--- config.mk ---
export PLATFORM = sky130hd
export DESIGN_NAME = iso8601_utc_to_epoch_parser_top
export DESIGN_NICKNAME = d
export VERILOG_FILES = /design/src/rtl/core/iso2ep_pkg.sv /design/src/rtl/core/iso2ep_lexer.sv /design/src/rtl/core/iso2ep_mac.sv /design/src/rtl/core/iso2ep_epoch.sv /design/src/rtl/core/iso8601_utc_to_epoch_parser_top.sv
export VERILOG_INCLUDE_DIRS = /design/src /design/src/rtl/core
export SDC_FILE = /design/constraint.sdc
export NUM_CORES = 1
export LEC_CHECK = 0
export ABC_CLOCK_PERIOD_IN_PS = 8850
export BUFFER_PORTS_ARGS = -buffer_cell sky130_fd_sc_hd__buf_4
export CAP_MARGIN = 20
export CORE_UTILIZATION = 55
export DETAILED_ROUTE_END_ITERATION = 8
export PLACE_DENSITY = 0.71
export REMOVE_ABC_BUFFERS = 1
export SLEW_MARGIN = 20
export SYNTH_ARGS = -nofsm -noshare
export SYNTH_HDL_FRONTEND = slang
export SYNTH_SLANG_ARGS = --single-unit
--- constraint.sdc ---
create_clock -name clk -period 8.85 [get_ports clk]
set_input_delay 1.77 -clock clk [delete_from_list [all_inputs] [get_ports clk]]
set_output_delay 1.77 -clock clk [all_outputs]
set_load 0.05 [all_outputs]
--- src/rtl/core/iso8601_utc_to_epoch_parser_top_defines.svh ---
// Assertion helpers used by the parser top level.
// Each macro expects clk and rst to be in scope.
`ifndef ISO8601_UTC_TO_EPOCH_PARSER_TOP_DEFINES_SVH
`define ISO8601_UTC_TO_EPOCH_PARSER_TOP_DEFINES_SVH

// Same-cycle implication.
`define ISO2EP_ASSERT_NOW(label, ante, cons) \
  label: assert property (@(posedge clk) disable iff (rst) (ante) |-> (cons)) \
    else $error("iso2ep: same-cycle check failed");

// Next-cycle implication.
`define ISO2EP_ASSERT_NEXT(label, ante, cons) \
  label: assert property (@(posedge clk) disable iff (rst) (ante) |=> (cons)) \
    else $error("iso2ep: next-cycle check failed");

`endif

--- src/rtl/core/iso2ep_pkg.sv ---
`timescale 1ns / 1ps

package iso2ep_pkg;

  localparam logic [13:0] YEAR_MIN      = 14'd1970;
  localparam logic [13:0] YEAR_MAX      = 14'd2100;
  localparam logic [13:0] YEAR_LEAP_REF = 14'd1969;
  localparam logic [6:0]  HOUR_MAX      = 7'd23;
  localparam logic [6:0]  MINSEC_MAX    = 7'd59;
  localparam logic [16:0] DAYS_PER_YEAR = 17'd365;
  localparam logic [16:0] SEC_PER_DAY   = 17'd86400;
  localparam logic [16:0] SEC_PER_HOUR  = 17'd3600;
  localparam logic [16:0] SEC_PER_MIN   = 17'd60;

  typedef struct packed {
    logic [13:0] year;
    logic [6:0]  month;
    logic [6:0]  day;
    logic [6:0]  hour;
    logic [6:0]  minute;
    logic [6:0]  second;
  } fields_t;

  // Handoff from the character parser to the epoch sequencer.
  typedef struct packed {
    logic    fin;
    logic    form_ok;
    fields_t fields;
  } lex_out_t;

endpackage

--- src/rtl/core/iso2ep_lexer.sv ---
`timescale 1ns / 1ps

module iso2ep_lexer (
  input  logic                clk,
  input  logic                rst,
  input  logic                take,
  input  logic [7:0]          char_code,
  input  logic                is_last,
  output iso2ep_pkg::lex_out_t lex
);
  import iso2ep_pkg::*;

  localparam logic [7:0] CH_DASH  = 8'h2D;
  localparam logic [7:0] CH_DOT   = 8'h2E;
  localparam logic [7:0] CH_ZERO  = 8'h30;
  localparam logic [7:0] CH_NINE  = 8'h39;
  localparam logic [7:0] CH_COLON = 8'h3A;
  localparam logic [7:0] CH_PLUS  = 8'h2B;
  localparam logic [7:0] CH_T     = 8'h54;
  localparam logic [7:0] CH_Z     = 8'h5A;
  localparam logic [2:0] ZONE_LEN = 3'd6;

  typedef enum logic [2:0] {
    PH_FIXED,
    PH_AFTER_SEC,
    PH_FRAC_ONE,
    PH_FRAC_MORE,
    PH_ZONE_DONE,
    PH_PLUS
  } phase_t;

  function automatic logic [6:0] add_digit7(input logic [6:0] acc, input logic [3:0] dig);
    add_digit7 = {acc[3:0], 3'b000} + {acc[5:0], 1'b0} + {3'b000, dig};
  endfunction

  function automatic logic [13:0] add_digit14(input logic [13:0] acc, input logic [3:0] dig);
    add_digit14 = {acc[10:0], 3'b000} + {acc[12:0], 1'b0} + {10'd0, dig};
  endfunction

  // Expected character of "+00:00" at a given position.
  function automatic logic [7:0] zone_char(input logic [2:0] idx);
    case (idx)
      3'd0:    zone_char = CH_PLUS;
      3'd3:    zone_char = CH_COLON;
      default: zone_char = CH_ZERO;
    endcase
  endfunction

  logic [4:0] char_position, char_position_next;
  phase_t     parse_phase, parse_phase_next;
  logic [2:0] zone_index, zone_index_next;
  fields_t    flds, flds_next;
  logic       format_failed, format_failed_next;

  logic       is_dig;
  logic [3:0] dig;

  assign is_dig = (char_code >= CH_ZERO) && (char_code <= CH_NINE);
  assign dig    = char_code[3:0];

  always_comb begin
    char_position_next = char_position;
    parse_phase_next   = parse_phase;
    zone_index_next    = zone_index;
    flds_next          = flds;
    format_failed_next = format_failed;
    case (parse_phase)
      PH_FIXED: begin
        if (char_position == 5'd4 || char_position == 5'd7) begin
          if (char_code != CH_DASH) format_failed_next = 1'b1;
        end else if (char_position == 5'd10) begin
          if (char_code != CH_T) format_failed_next = 1'b1;
        end else if (char_position == 5'd13 || char_position == 5'd16) begin
          if (char_code != CH_COLON) format_failed_next = 1'b1;
        end else if (!is_dig) begin
          format_failed_next = 1'b1;
        end else if (char_position < 5'd4) begin
          flds_next.year = add_digit14(flds.year, dig);
        end else if (char_position < 5'd7) begin
          flds_next.month = add_digit7(flds.month, dig);
        end else if (char_position < 5'd10) begin
          flds_next.day = add_digit7(flds.day, dig);
        end else if (char_position < 5'd13) begin
          flds_next.hour = add_digit7(flds.hour, dig);
        end else if (char_position < 5'd16) begin
          flds_next.minute = add_digit7(flds.minute, dig);
        end else begin
          flds_next.second = add_digit7(flds.second, dig);
        end
        if (char_position >= 5'd18) parse_phase_next = PH_AFTER_SEC;
        else char_position_next = char_position + 5'd1;
      end
      PH_AFTER_SEC, PH_FRAC_MORE: begin
        if (parse_phase == PH_AFTER_SEC && char_code == CH_DOT) begin
          parse_phase_next = PH_FRAC_ONE;
        end else if (parse_phase == PH_FRAC_MORE && is_dig) begin
          parse_phase_next = PH_FRAC_MORE;
        end else if (char_code == CH_Z) begin
          parse_phase_next = PH_ZONE_DONE;
        end else if (char_code == CH_PLUS) begin
          parse_phase_next = PH_PLUS;
          zone_index_next  = 3'd1;
        end else begin
          format_failed_next = 1'b1;
        end
      end
      PH_FRAC_ONE: begin
        if (is_dig) parse_phase_next = PH_FRAC_MORE;
        else format_failed_next = 1'b1;
      end
      PH_PLUS: begin
        if (zone_index < ZONE_LEN && char_code == zone_char(zone_index)) begin
          zone_index_next = zone_index + 3'd1;
          if (zone_index_next == ZONE_LEN) parse_phase_next = PH_ZONE_DONE;
        end else begin
          format_failed_next = 1'b1;
        end
      end
      default: format_failed_next = 1'b1;
    endcase
  end

  assign lex.fin     = take && is_last;
  assign lex.form_ok = !format_failed_next && (parse_phase_next == PH_ZONE_DONE);
  assign lex.fields  = flds_next;

  always_ff @(posedge clk) begin
    if (rst || (take && is_last)) begin
      char_position <= '0;
      parse_phase   <= PH_FIXED;
      zone_index    <= '0;
      flds          <= '0;
      format_failed <= 1'b0;
    end else if (take) begin
      char_position <= char_position_next;
      parse_phase   <= parse_phase_next;
      zone_index    <= zone_index_next;
      flds          <= flds_next;
      format_failed <= format_failed_next;
    end
  end

endmodule

--- src/rtl/core/iso2ep_mac.sv ---
`timescale 1ns / 1ps

// Registered multiply-add: acc <= a * b + c, kept to 32 bits.
module iso2ep_mac (
  input  logic        clk,
  input  logic        en,
  input  logic [16:0] a,
  input  logic [16:0] b,
  input  logic [31:0] c,
  output logic [31:0] acc
);

  logic [33:0] prod;

  assign prod = a * b;

  always_ff @(posedge clk) begin
    if (en) acc <= prod[31:0] + c;
  end

endmodule

--- src/rtl/core/iso2ep_epoch.sv ---
`timescale 1ns / 1ps

module iso2ep_epoch (
  input  logic                 clk,
  input  logic                 rst,
  input  iso2ep_pkg::lex_out_t lex,
  input  logic                 res_take,
  output logic                 busy,
  output logic                 res_ready,
  output logic                 res_ok,
  output logic [31:0]          res_secs
);
  import iso2ep_pkg::*;

  typedef enum logic [2:0] {
    ST_IDLE,
    ST_CHECK,
    ST_DAYS,
    ST_SECS,
    ST_HOURS,
    ST_MINS,
    ST_HOLD
  } state_t;

  function automatic logic [4:0] month_len(input logic [3:0] m);
    case (m)
      4'd2:                    month_len = 5'd28;
      4'd4, 4'd6, 4'd9, 4'd11: month_len = 5'd30;
      default:                 month_len = 5'd31;
    endcase
  endfunction

  // Days before the first of each month in a common year.
  function automatic logic [8:0] cum_days(input logic [3:0] m);
    case (m)
      4'd2:    cum_days = 9'd31;
      4'd3:    cum_days = 9'd59;
      4'd4:    cum_days = 9'd90;
      4'd5:    cum_days = 9'd120;
      4'd6:    cum_days = 9'd151;
      4'd7:    cum_days = 9'd181;
      4'd8:    cum_days = 9'd212;
      4'd9:    cum_days = 9'd243;
      4'd10:   cum_days = 9'd273;
      4'd11:   cum_days = 9'd304;
      4'd12:   cum_days = 9'd334;
      default: cum_days = 9'd0;
    endcase
  endfunction

  state_t     state;
  fields_t    f;
  logic       form_ok;
  logic       ok;
  logic [7:0] ydiff;
  logic [8:0] dsum;

  logic        leap;
  logic [4:0]  lim;
  logic        range_ok;
  logic [13:0] yoff;
  logic [13:0] yrel;
  logic        leap_adj;

  logic        mac_en;
  logic [16:0] mac_a, mac_b;
  logic [31:0] mac_c, mac_r;

  // Within 1970..2100 only 2100 breaks the every-fourth-year rule.
  assign leap     = (f.year[1:0] == 2'b00) && (f.year != YEAR_MAX);
  assign lim      = month_len(f.month[3:0]) + {4'd0, (f.month == 7'd2) && leap};
  assign range_ok = (f.year >= YEAR_MIN) && (f.year <= YEAR_MAX) &&
                    (f.month >= 7'd1) && (f.month <= 7'd12) &&
                    (f.day >= 7'd1) && (f.day <= {2'b00, lim}) &&
                    (f.hour <= HOUR_MAX) && (f.minute <= MINSEC_MAX) &&
                    (f.second <= MINSEC_MAX);
  assign yoff     = f.year - YEAR_LEAP_REF;
  assign yrel     = f.year - YEAR_MIN;
  assign leap_adj = (f.month > 7'd2) && leap;

  always_comb begin
    mac_en = 1'b1;
    mac_a  = '0;
    mac_b  = '0;
    mac_c  = '0;
    case (state)
      ST_DAYS: begin
        mac_a = {9'd0, ydiff};
        mac_b = DAYS_PER_YEAR;
        mac_c = {23'd0, dsum};
      end
      ST_SECS: begin
        mac_a = mac_r[16:0];
        mac_b = SEC_PER_DAY;
        mac_c = {25'd0, f.second};
      end
      ST_HOURS: begin
        mac_a = {10'd0, f.hour};
        mac_b = SEC_PER_HOUR;
        mac_c = mac_r;
      end
      ST_MINS: begin
        mac_a = {10'd0, f.minute};
        mac_b = SEC_PER_MIN;
        mac_c = mac_r;
      end
      default: mac_en = 1'b0;
    endcase
  end

  iso2ep_mac u_mac (
    .clk (clk),
    .en  (mac_en),
    .a   (mac_a),
    .b   (mac_b),
    .c   (mac_c),
    .acc (mac_r)
  );

  always_ff @(posedge clk) begin
    if (rst) begin
      state <= ST_IDLE;
    end else begin
      case (state)
        ST_IDLE: begin
          if (lex.fin) begin
            f       <= lex.fields;
            form_ok <= lex.form_ok;
            state   <= ST_CHECK;
          end
        end
        ST_CHECK: begin
          ok    <= form_ok && range_ok;
          ydiff <= yrel[7:0];
          dsum  <= {3'd0, yoff[7:2]} + cum_days(f.month[3:0]) + {8'd0, leap_adj} +
                   {2'b00, f.day} - 9'd1;
          state <= ST_DAYS;
        end
        ST_DAYS:  state <= ST_SECS;
        ST_SECS:  state <= ST_HOURS;
        ST_HOURS: state <= ST_MINS;
        ST_MINS:  state <= ST_HOLD;
        ST_HOLD: begin
          if (res_take) state <= ST_IDLE;
        end
        default: state <= ST_IDLE;
      endcase
    end
  end

  assign busy      = (state != ST_IDLE);
  assign res_ready = (state == ST_HOLD);
  assign res_ok    = ok;
  assign res_secs  = ok ? mac_r : 32'd0;

endmodule

--- src/rtl/core/iso8601_utc_to_epoch_parser_top.sv ---
`timescale 1ns / 1ps
// Channel   Dir  tdata                        tuser          tlast
// s_*       in   [7:0] char_code              -              is_last
// m_*       out  [31:0] unix_secs             [0] valid_res  -
//
// A character that is not the final one is taken while the epoch sequencer is idle.
// After the final character no word is taken until its result is handed on: one
// range check, then four passes through the shared 17x17 multiply-add
// (days, day seconds, hours, minutes), then the hand-off to the output word.
// rst is synchronous and active high; it clears the parser, holds s_tready low
// and drops m_tvalid.
// The output word holds under m_tready low; the parser keeps taking characters while
// it waits, then stalls from the next final character until that result is handed on.
`include "iso8601_utc_to_epoch_parser_top_defines.svh"

module iso8601_utc_to_epoch_parser_top (
  input  logic        clk,
  input  logic        rst,
  input  logic        s_tvalid,
  output logic        s_tready,
  input  logic [7:0]  s_tdata,   // [7:0] char_code
  input  logic        s_tlast,   // is_last
  output logic        m_tvalid,
  input  logic        m_tready,
  output logic [31:0] m_tdata,   // [31:0] unix_secs
  output logic        m_tuser    // [0] valid_res
);
  import iso2ep_pkg::*;

  lex_out_t    lex;
  logic        take;
  logic        busy;
  logic        res_ready;
  logic        res_take;
  logic        res_ok;
  logic [31:0] res_secs;

  // Take characters only out of reset and while the epoch sequencer is free.
  assign s_tready = !rst && !busy;
  assign take     = s_tvalid && s_tready;

  iso2ep_lexer u_lexer (
    .clk       (clk),
    .rst       (rst),
    .take      (take),
    .char_code (s_tdata),
    .is_last   (s_tlast),
    .lex       (lex)
  );

  iso2ep_epoch u_epoch (
    .clk       (clk),
    .rst       (rst),
    .lex       (lex),
    .res_take  (res_take),
    .busy      (busy),
    .res_ready (res_ready),
    .res_ok    (res_ok),
    .res_secs  (res_secs)
  );

  // Move a finished result into the output word when that word is empty
  // or leaving in this cycle.
  assign res_take = res_ready && (!m_tvalid || m_tready);

  always_ff @(posedge clk) begin
    if (rst) begin
      m_tvalid <= 1'b0;
    end else if (res_take) begin
      m_tvalid <= 1'b1;
    end else if (m_tready) begin
      m_tvalid <= 1'b0;
    end
  end

  always_ff @(posedge clk) begin
    if (res_take) begin
      m_tdata <= res_secs;
      m_tuser <= res_ok;
    end
  end

  // A rejected text always reports zero seconds.
  `ISO2EP_ASSERT_NOW(a_bad_text_zero, m_tvalid && !m_tuser, m_tdata == 32'd0)
  // A good text never lies past the end of 2100.
  `ISO2EP_ASSERT_NOW(a_secs_in_range, m_tvalid && m_tuser, m_tdata <= 32'd4133980799)
  // Hold off input while the final character is being worked out.
  `ISO2EP_ASSERT_NEXT(a_stall_after_last, s_tvalid && s_tready && s_tlast, !s_tready)

endmodule

# Word level (Yosys, flattened, before mapping)
# Memory sizes are Yosys's and may differ from the RTL's. A register that Yosys moved wholly into a read port is not among the register bits.
# Cells that the tools add are included.
dict set report op_classes {
  n_addsub 22
  mul 1
  magnitude_cmp 19
  n_eq_ne 39
  muxes 58
  bitwise 2
  n_reduce_logical 45
}
# operator n
set ops {}
lappend ops {{$mux W49} 5}
lappend ops {{$pmux W17 S4} 2}
lappend ops {{$pmux W32 S3} 1}
lappend ops {{$mux W3} 15}
lappend ops {{$add A7 B4 Y7} 5}
lappend ops {{$add A7 B7 Y7} 5}
lappend ops {{$mux W35} 1}
lappend ops {{$mux W7} 5}
lappend ops {{$add A32 B32 Y32} 1}
lappend ops {{$mul A17 B17 Y32} 1}
lappend ops {{$mux W14} 2}
lappend ops {{$mux W28} 1}
lappend ops {{$logic_and A1 B1 Y1} 21}
lappend ops {{$mux W21} 1}
lappend ops {{$pmux W3 S7} 1}
lappend ops {{$eq A3 B3 Y1 const B} 6}
lappend ops {{$mux W9} 2}
lappend ops {{$eq A8 B6 Y1 const B} 2}
lappend ops {{$ne A8 B6 Y1 const B} 2}
lappend ops {{$sub A8 B8 Y8 const B} 2}
lappend ops {{$eq A3 B2 Y1 const B} 5}
lappend ops {{$mux W1} 15}
lappend ops {{$add A14 B14 Y14} 1}
lappend ops {{$add A14 B4 Y14} 1}
lappend ops {{55 further kinds} 83}
dict set report totals {
  reg_bits 198
  romBits 144
  wordCells 212
  memories 1
}
# name words word_bits rd rd_ports_with_merged_regs wr line
set mem_list {}
lappend mem_list {{(no name shown)} 16 9 1 1 0 iso2ep_epoch.sv:35} ;# case (m)

# Logic depth before layout (Yosys ltp)
dict set report logic_depth {
  depth_word 13
  depth_mapped 29
}

# Modules after synthesis
# From an unflattened synthesis, not the netlist that was laid out.
dict set report hier_totals {
  cells_unflattened 2305
  hier_area_um2 22300.1
}
# module instances cells_per_inst area_each_um2 seq_area_each_um2
set by_module_without_submodules {}
lappend by_module_without_submodules {iso2ep_mac 1 1209 11078.1 960.9}
lappend by_module_without_submodules {iso2ep_lexer 1 604 5312.6 1221.2}
lappend by_module_without_submodules {iso2ep_epoch 1 452 4850.9 2282.2}
lappend by_module_without_submodules {iso8601_utc_to_epoch_parser_top 1 40 1058.5 1011.0}

# Worst setup path before layout
# OpenSTA, ideal clock, no wires.
dict set report synth_path {
  path_kind {register to register}
  start {register u_epoch.state[1]}
  end {register u_epoch.u_mac.acc[30] (data pin)}
  setup_ps 258
  t_arrival_ps 6467
  slack_ps 2125
  path_stages_with_launch 27
  n_path_buf 3
  cell_sequence {dfxtp_1 -> clkbuf_1 -> nand2b_1 -> clkbuf_1 -> nor2_1 -> clkbuf_1 -> and2_1 -> or2_2 -> fa_1 -> fa_1 -> inv_1 -> fa_1 -> inv_1 -> fa_1 -> fa_1 -> inv_1 -> fa_1 -> inv_1 -> ha_1 -> a21oi_1 -> o21ai_0 -> a21oi_1 -> a211oi_1 -> o41ai_1 -> o211ai_1 -> a21oi_1 -> xnor2_1}
}
dict set report synth_via {
  elab_chain_cells 4
  word_cells_on_any_way 10
  classes_between {add/sub (1); mul (1); eq/ne (4); mux (3); reduce/logical (1)}
}
# item line
set synth_rtl {}
lappend synth_rtl {{start: declaration} iso2ep_epoch.sv:51} ;# state_t state;
lappend synth_rtl {{start signal: assignment} iso2ep_epoch.sv:122} ;# state <= ST_IDLE;
lappend synth_rtl {{start signal: assignment} iso2ep_epoch.sv:129} ;# state <= ST_CHECK;
lappend synth_rtl {{start signal: assignment} iso2ep_epoch.sv:137} ;# state <= ST_DAYS;
lappend synth_rtl {{$eq A3 B3 Y1 / $eq A3 B2 Y1 (equally long branches)} iso2ep_epoch.sv:86} ;# case (state)
lappend synth_rtl {{$pmux W17 S4 / $reduce_or A2 Y1 (equally long branches)} -}
lappend synth_rtl {{$mul A17 B17 Y32 / $pmux W32 S3 (equally long branches)} {iso2ep_mac.sv:15, iso2ep_epoch.sv:86}}
lappend synth_rtl {{$add A32 B32 Y32 (*)} iso2ep_mac.sv:18} ;# if (en) acc <= prod[31:0] + c;
lappend synth_rtl {{end signal: assignment} iso2ep_mac.sv:18}
lappend synth_rtl {{end: declaration} iso2ep_mac.sv:10} ;# output logic [31:0] acc
# Every way passes the cells marked *; elsewhere a longest branch is shown, timed or not.
# A chain may end at the register's enable or synchronous reset.

# Worst setup path in the final report
dict set report layout_path {
  start {register u_epoch.state[0]}
  end {register u_epoch.u_mac.acc[30] (data pin)}
}
# The elaborated chain is that of the path after synthesis.

==> results.toml <==
[worst_setup_path]
crit_start = "u_epoch.state[0]"
reg2reg_to = "u_epoch.u_mac.acc[30]"
rr_worst_depth = 25
critPathRequiredTime_ns = 9.12
r2r_setup_slack_ns = 0.35
criticalPathCategory = "reg2reg"
worstReg2RegStart = "u_epoch.state[0]"
cp.arrival_ns = 8.77
crit_path_start_kind = "flop"
critPathMaxFanout = 19
setup.worst_path.end_class = "flop"

[global_route]
grt_start_max_net_pins = 58
track_usage = 0.242
grt_pass1_wl_um = 69400
first_global_vias = 13900
gr-total-overflow = 0
antenna_found_initial = 0

[clocking]
clkLatencyLatePin_ns = 0.54
clkSlewWorstSetupHoldPaths_ns = 0.06
postCtsSetupRepairBufs = 0
cts_buffers = 24
cts_root_buf = "clkbuf_16"
clock_path_buffers = 3
htreeDepth = 1
ctsResizeCount = 0
tritoncts = "yes"
postCtsHoldBufs = 0
cts.sink_count = 207

[synthesis]
yosysMostFrequentCell = "inv_1"
synth_area_per_cell_um2 = 10.3
ys_top_cells_by_count = "355 x inv_1, 241 x ha_1, 222 x fa_1"
ys_ff_latch = 207
ys_types = 69
async_flop_share = 0
synthDominantCellAreaShare = 0.226
synth.area.top_cells = "fa_1 23%, edfxtp_1 20%, ha_1 15%, dfxtp_1 7.5%, inv_1 6.8%"
synthFlopType = "edfxtp_1"
synth_top_area_cell = "fa_1"
syn_area_um2 = 19700
ys_warn_count = 0
syn_inst = 1908
synth_edf_count = 133
ys_seq_area_frac = 0.278

[drt]
first_pass_iters = 5
vias = 13200
wl_per_cell_um = 16.9
drt-initial-drc-count = 648
viasPerCell = 5.31
wirelength_um = 42200
detail-route-antenna-nets = 0
drc = 0

[sta]
finalSetupViolCount = 0
fin_worst_skew_ns = 0.0195
rsz0062_at_grt = "no"
fmax_mhz = 118
max-slew-margin-rel = 0.294
tightest_slew_ns = 1.05
finalMaxSlewViolations = 0
post-route-period-util = 0.960
hold_violations = 0
finalSetupTns_ns = 0
fin_crit_ns = 8.50

[placement]
dpl_cell_area_um2 = 20800
place_inst = 2451
io_buffer_count = 47
hpwl_um = 34000
gp_congestion = 0.913

[hold_path]
hold_depth = 2
hold_path_end = "u_lexer.flds[13]"
hold_path.class = "reg2reg"
hp-start = "u_lexer.flds[13]"

[die]
die_area_um2 = 36600
rows = 68
initial_core_util = 0.565
fp.dieW_um = 191
die_y_um = 191
io_pins = 48
coreArea_um2 = 34900

[finish]
fin_area_um2 = 21700
fin_cells = 2496
drive_above_1_share = 0.0784
diodes = 0
finalNetCount = 2499
area_growth_pct = 9.96

[power_and_ir_drop]
powerDensity_nw_per_um2 = 182
ir_worst_vdd_uv = 236
leakage_nw = 10.4

[status]
outcome = "completed"

[job]
maxCapViolations = 0
power breakdown:
| part | leakage, nW | switching [W] | total [W] | internal (W) |
|---|---|---|---|---|
| clock network | 0.408 | 0.000407 | 0.00105 | 0.000642 |
| logic | 8.17 | 0.000983 | 0.00171 | 0.000727 |
| registers | 1.84 | 0.0000373 | 0.00119 | 0.00115 |
critical path: stages (launching register included):
cell and delay [ns]:
dfxtp_1 0.90, inv_1 0.38, nand2_1 0.23, nor2_1 0.15, nand2_1 0.24, inv_1 0.13, or2_2 0.32, fa_1 0.47
fa_1 0.52, inv_1 0.05, fa_1 0.48, inv_1 0.06, fa_1 0.51, fa_1 0.55, inv_1 0.06, fa_1 0.53
inv_1 0.05, ha_1 0.36, a21oi_1 0.18, o21ai_0 0.21, a21oi_1 0.25, a211oi_1 0.17, o41ai_1 0.93, o211ai_1 0.21
a21oi_1 0.22, xnor2_1 0.09
state kept, by name (all words and copies together), names as in the netlist, 5 cells and up, named ones only:
name                   count
u_lexer.char_position      5
u_lexer.flds              49
u_epoch.f                 49
u_epoch.ydiff              8
u_epoch.dsum               9
m_tdata                   32
u_epoch.u_mac.acc         32
routing by layer:
metal  wire, um  vias to the layer above  global-route usage  part of all wire
li1           -                     6393                   -                 -
met1      18600                     6483               0.316              0.44
met2      20200                      276               0.413              0.48
met3       1830                       92              0.0308             0.043
met4       1540                        0              0.0842             0.037
met5          0                        -                   0                 0
worst max-delay path by stage:
stage	to	slack, ns	depth (start not counted)
4_1_cts	u_epoch.u_mac.acc[30]	0.48	25
6_report	u_epoch.u_mac.acc[30]	0.35	25
3_5_place_dp	u_epoch.u_mac.acc[30]	0.54	25
5_1_grt	u_epoch.u_mac.acc[30]	0.02	25
3_3_place_gp	u_epoch.u_mac.acc[30]	0.81	25
2_1_floorplan	u_epoch.u_mac.acc[30]	1.61	23
metrics by stage:
step                       util  hold slack, ns  worst slack [ns]  total power, W
after global placement    0.597           0.436             0.807         0.00286
after floorplan               -           0.428              1.61         0.00253
after CTS                 0.621           0.450             0.484         0.00397
final                     0.621           0.448             0.352         0.00395
after global routing      0.621           0.464            0.0223         0.00424
after detailed placement  0.597           0.442             0.536         0.00291
area by class of cell:
type | count | area (um^2)
clock buffers | 34 | 709
repair buffers | 57 | 435
clock inverters | 10 | 124
inverters | 355 | 1330
flip-flops and latches | 207 | 5480
fillers | 2872 | 13200
multi-input cells | 1378 | 13000
well taps | 455 | 569
layout by cell type, fill, tap and decap left out, types with 26 or more instances in the layout:
cell type	n
inv_1	355
ha_1	241
fa_1	222
nand2_1	148
edfxtp_1	133
a21oi_1	100
conb_1	85
nor2_1	77
and2_1	74
dfxtp_1	74
xnor2_1	73
buf_4	56
o21ai_0	41
mux2_2	41
a21o_1	26
cell families after synthesis:
| logic type | synth area share |
|---|---|
| compound gates | 0.0804 |
| xor+xnor | 0.0409 |
| fa+ha+maj | 0.379 |
| buf+inv | 0.0782 |
| flops | 0.278 |
| mux | 0.0384 |
| other cells | 0.000381 |
| simple gates | 0.105 |
Power figures use the tool's default switching activity.
